**config.mk**
```make
export PLATFORM = sky130hd
export DESIGN_NAME = mes_front
export DESIGN_NICKNAME = d
export VERILOG_FILES = /design/src/rtl/mes_pkg.sv /design/src/rtl/mes_front.sv
export SDC_FILE = /design/constraint.sdc
export NUM_CORES = 1
export LEC_CHECK = 0
export BUFFER_PORTS_ARGS = -buffer_cell sky130_fd_sc_hd__clkbuf_2
export CAP_MARGIN = 20
export CORE_UTILIZATION = 47
export CTS_CLUSTER_DIAMETER = 30
export DETAILED_ROUTE_END_ITERATION = 10
export GPL_TIMING_DRIVEN = 0
export HOLD_SLACK_MARGIN = 0.08
export PLACE_DENSITY_LB_ADDON = 0.3
export SLEW_MARGIN = 0
export SYNTH_ARGS = -nofsm -noshare
export SYNTH_HDL_FRONTEND = slang
export SYNTH_SLANG_ARGS = --single-unit
```
**constraint.sdc**
```tcl
create_clock -name clk -period 2.7 [get_ports clk]
set_input_delay 0.54 -clock clk [delete_from_list [all_inputs] [get_ports clk]]
set_output_delay 0.54 -clock clk [all_outputs]
set_load 0.01 [all_outputs]
```
**src/rtl/mes_pkg.sv**
```systemverilog
// shared types, constants and opcodes for the midi event scheduler
// no dependencies
`timescale 1ns / 1ps
package mes_pkg;

    // default sizing
    localparam int QUEUE_DEPTH_DEF       = 64;
    localparam int PORT_COUNT_DEF        = 8;
    localparam int TICKS_PER_QUARTER_DEF = 192;
    localparam int CMD_FIFO_DEPTH        = 4;

    // operation codes
    localparam logic [1:0] OP_SCHEDULE = 2'd0;
    localparam logic [1:0] OP_TICK     = 2'd1;
    localparam logic [1:0] OP_RESTART  = 2'd2;
    localparam logic [1:0] OP_UNUSED   = 2'd3;

    // event kinds and result kinds
    localparam logic KIND_NOTE_ON    = 1'b0;
    localparam logic KIND_CONTROLLER = 1'b1;
    localparam logic RES_MESSAGE     = 1'b0;
    localparam logic RES_REJECT      = 1'b1;

    // midi status bases
    localparam logic [7:0] STATUS_NOTE_ON    = 8'h90;
    localparam logic [7:0] STATUS_CONTROLLER = 8'hB0;

    // register map
    localparam logic REG_TEMPO = 1'b0;
    localparam logic REG_RATE  = 1'b1;
    localparam logic [9:0]  TEMPO_RESET = 10'd120;
    localparam logic [17:0] RATE_RESET  = 18'd48000;

    typedef struct packed {
        logic [1:0]  operation;
        logic        event_kind;
        logic [3:0]  midi_channel;
        logic [6:0]  data_byte;
        logic [6:0]  value_byte;
        logic [31:0] due_tick;
        logic [2:0]  out_port;
        logic [15:0] note_length;
    } cmd_word_t;

    typedef struct packed {
        logic        result_kind;
        logic [2:0]  port_number;
        logic [7:0]  status_byte;
        logic [6:0]  first_data;
        logic [6:0]  second_data;
    } rsp_word_t;

    // one stored event
    typedef struct packed {
        logic        kind;
        logic [3:0]  channel;
        logic [6:0]  data;
        logic [6:0]  value;
        logic [32:0] tick;
        logic [2:0]  port;
    } entry_t;

endpackage

```
**src/rtl/mes_front.sv**
```systemverilog
// front end: accepts command words, drops unused opcodes, buffers the rest
// depends on mes_pkg
`timescale 1ns / 1ps
module mes_front
    import mes_pkg::*;
(
    input  logic      clk,
    input  logic      rst_n,
    input  logic      cmd_valid,
    output logic      cmd_ready,
    input  cmd_word_t cmd,
    output logic      q_valid,
    input  logic      q_pop,
    output cmd_word_t q_word
);

    localparam int PW = $clog2(CMD_FIFO_DEPTH);
    localparam int CW = $clog2(CMD_FIFO_DEPTH + 1);

    cmd_word_t         fifo_reg [CMD_FIFO_DEPTH];
    logic [PW-1:0]     wr_ptr_reg, rd_ptr_reg;
    logic [CW-1:0]     cnt_reg, cnt_next;
    logic              accept, push, pop;

    // classify: opcode 3 is consumed and dropped
    assign cmd_ready = (cnt_reg != CW'(CMD_FIFO_DEPTH));
    assign accept    = cmd_valid && cmd_ready;
    assign push      = accept && (cmd.operation != OP_UNUSED);
    assign pop       = q_pop && q_valid;
    assign q_valid   = (cnt_reg != '0);
    assign q_word    = fifo_reg[rd_ptr_reg];

    always_comb
    begin
        cnt_next = cnt_reg;
        if (push && !pop)
        begin
            cnt_next = cnt_reg + 1'b1;
        end
        else if (pop && !push)
        begin
            cnt_next = cnt_reg - 1'b1;
        end
    end

    // pointers and count
    always_ff @(posedge clk or negedge rst_n)
    begin
        if (!rst_n)
        begin
            wr_ptr_reg <= '0;
            rd_ptr_reg <= '0;
            cnt_reg    <= '0;
        end
        else
        begin
            cnt_reg <= cnt_next;
            if (push)
            begin
                wr_ptr_reg <= (wr_ptr_reg == PW'(CMD_FIFO_DEPTH - 1)) ? '0 : wr_ptr_reg + 1'b1;
            end
            if (pop)
            begin
                rd_ptr_reg <= (rd_ptr_reg == PW'(CMD_FIFO_DEPTH - 1)) ? '0 : rd_ptr_reg + 1'b1;
            end
        end
    end

    // storage
    always_ff @(posedge clk)
    begin
        if (push)
        begin
            fifo_reg[wr_ptr_reg] <= cmd;
        end
    end

endmodule

```
==> flow_metrics.tcl <==
set metrics [dict create \
    ant_nets 0 \
    die_h_um 154 \
    regToRegEndpoint "cnt_reg[2]" \
    met3_length_um 993 \
    critPathCapture "q_word[10]" \
    ctsLongestPathBuffers 3 \
    worstRegToRegCells 8 \
    worstPathMaxFanout 10 \
    post-route-drc-count 0 \
    power_leakage_nw 4.86 \
    seq_power_share 0.373 \
    grt_pass1_wl_um 30400 \
    syn-cell-area_um2 10800 \
    yosysWarnings 0 \
    setup_tns_ns 0 \
    rsz0062_at_grt "false" \
    vias_per_cell 5.25 \
    hold_class "input port to flop" \
    finalSetupViolCount 0 \
    status "complete, no violations" \
    numCtsBuffers 52 \
    grt_pass1_vias 5525 \
    regArea_um2 8820 \
    final_max_slew_viol_count 0 \
    root_buffer "clkbuf_16" \
    dpl-instance-area_um2 12000 \
    sw_frac_of_total 0.276 \
    first_pass_iters 4 \
    synth_area_per_cell_um2 26.1 \
    die_area_um2 23600 \
    fin_ws_ns 0.135 \
    io_buffers 149 \
    multi_input_area_um2 1880 \
    startpoint_type "flop" \
    cts_tree "yes" \
    dr_total_vias 4992 \
    ios 150 \
    wl_met1_um 8020 \
    drive_gt1_frac 0.513 \
    powerDensity_nw_per_um2 1170 \
    antenna_found_initial 0 \
    endpoint_kind "output port" \
    grt_overflow 0 \
    syn_to_final_growth_pct 27.6 \
    internal_power_mw 11.7 \
    arrival_ns 2.03 \
    finalInstanceArea_um2 13800 \
    drt-initial-drc-count 223 \
    critical_path_class "flop to output port" \
    pwr-share-clk 0.379 \
    initial_core_util 0.478 \
    place_ws_ns 0.398 \
    worst_slew_pin_slew_ns 0.603 \
    wl_met2_um 9840 \
    wl_um 19300 \
    clk_latency_ns 0.52 \
    ys_types 20 \
    cap_violations 0 \
    syn_inst 414 \
    track_usage 0.170 \
    post-dp-hpwl_um 11500 \
    path_clk_slew_ns 0.05 \
    pwr-share-comb 0.248 \
    largest_reg_flops 288 \
    synth-seq-area-share 0.817 \
    syn-num-nets 497 \
    clkSinkCount 295 \
    cp-startpoint "rd_ptr_reg[0]" \
    worstReg2RegStart "cnt_reg[1]" \
    post-cts-setup-buffers 0 \
    crit_required_ns 2.16 \
    wl_per_cell_um 20.3 \
    cts_htree_levels 2 \
    die_x_um 154 \
    max_freq_mhz 390 \
    max-vdd-ir-drop_v 0.000629 \
    switchingPower_mw 4.46 \
    final-hold-violation-count 0 \
    fill_cells 1578 \
    num_rows 55 \
    period_needed_ns 2.57 \
    gp_congestion 0.701 \
    ys_seq_elements 295 \
    nNetsFinal 705 \
    grt_max_degree 44 \
    fin_skew_ns 0.0152 \
    r2r_slack_ns 0.44 \
    fin_crit_sh 0.950 \
    diodes 0 \
    core-area_um2 22600 \
    routed.top_layer "met4" \
    slew_headroom 0.598 \
]
[stage by stage]
step	power, mW	hold WS [ns]	utilization	instances
after detailed placement	10.1	0.391	0.532	852
final	16.1	0.219	0.610	950
after CTS	16.3	0.198	0.609	950
after global routing	16.9	0.202	0.610	950
after floorplan	8.60	0.244	-	414
after global placement	9.97	0.383	0.527	848
[cell type report]
| cell class | instances | area share |
|---|---|---|
| clock buffers | 53 | 0.0947 |
| multi-input cells | 99 | 0.137 |
| plain buffers | 17 | 0.00981 |
| clock inverters | 44 | 0.0288 |
| flip-flops and latches | 295 | 0.640 |
| inverters | 3 | 0.000817 |
| well taps | 285 | 0.0259 |
| repair buffers | 154 | 0.0628 |
[critical path: stages (launching register included)]
cell and delay, ns:
dfrtp_1 0.38, buf_6 0.21, buf_6 0.21, mux4_2 0.52
clkbuf_2 0.16
[power by group through the flow]
stage / sequential (mW) / combinational, mW / clock, mW
after detailed placement: 6.10 / 4.03 / 0
after floorplan: 6.05 / 2.55 / 0
after global routing: 6.08 / 4.34 / 6.44
after CTS: 6.02 / 4.09 / 6.21
after global placement: 6.09 / 3.87 / 0
final: 6.02 / 4.01 / 6.12
[cells in the mapped netlist, drive strengths merged]
master	instances	area (µm²)
xor2	2	17.5
mux2	5	63.8
fa	1	20.0
xnor2	1	8.76
ha	6	75.1
dfrtp	7	175
and2	4	30.0
edfxtp	288	8650
and3	1	6.26
nor2	3	11.3
or3	1	7.51
mux4	72	1620
inv	3	11.3
or3b	1	8.76
nand2	2	7.51
buf	17	86.3
[cell families (layout without fill, tap and decap cells)]
family                   count (synthesis)  after routing  synth area share
multiplexers                            77             77             0.156
flip-flops                             295            295             0.817
adder cells (fa/ha/maj)                  7              7           0.00881
XOR/XNOR                                 3              3           0.00243
buffers and inverters                   20            271           0.00904
AND/OR/NAND/NOR                         12             12           0.00661
[worst min path at each step]
| stage | from | end | depth (start not counted) |
|---|---|---|---|
| 3_3_place_gp | rst_n | cnt_reg[2] | 1 |
| 5_1_grt | cmd[43] | fifo_reg[0][43] | 1 |
| 3_5_place_dp | rst_n | cnt_reg[2] | 1 |
| 4_1_cts | cmd[43] | fifo_reg[0][43] | 1 |
| 6_report | cmd[43] | fifo_reg[0][43] | 1 |
| 2_1_floorplan | rst_n | cnt_reg[0] | 0 |
[cells in the final DEF (no fill, tap or decap), drive strengths merged]
master	synthesis	layout
and2	4	4
and3	1	1
buf	17	21
bufinv	0	4
clkbuf	0	202
clkinv	0	24
clkinvlp	0	10
dfrtp	7	7
dlygate4sd3	0	1
edfxtp	288	288
fa	1	1
ha	6	6
inv	3	9
mux2	5	5
mux4	72	72
nand2	2	2
nor2	3	3
or3	1	1
or3b	1	1
xnor2	1	1
xor2	2	2
[layer usage]
layer / vias up / track usage
met4: 0 / 0.0576
met3: 35 / 0.0414
li1: 2230 / -
met5: - / 0
met1: 2582 / 0.216
met2: 145 / 0.288
[repair_timing]
item / 4_1_cts / 5_1_grt
gates resized for setup: 13 / 6
endpoints found under the hold margin: 7 / 0
hold buffers: 1 / 0
setup endpoints to repair: 59 / 53
Note: power is estimated with default switching activity, not from simulation.
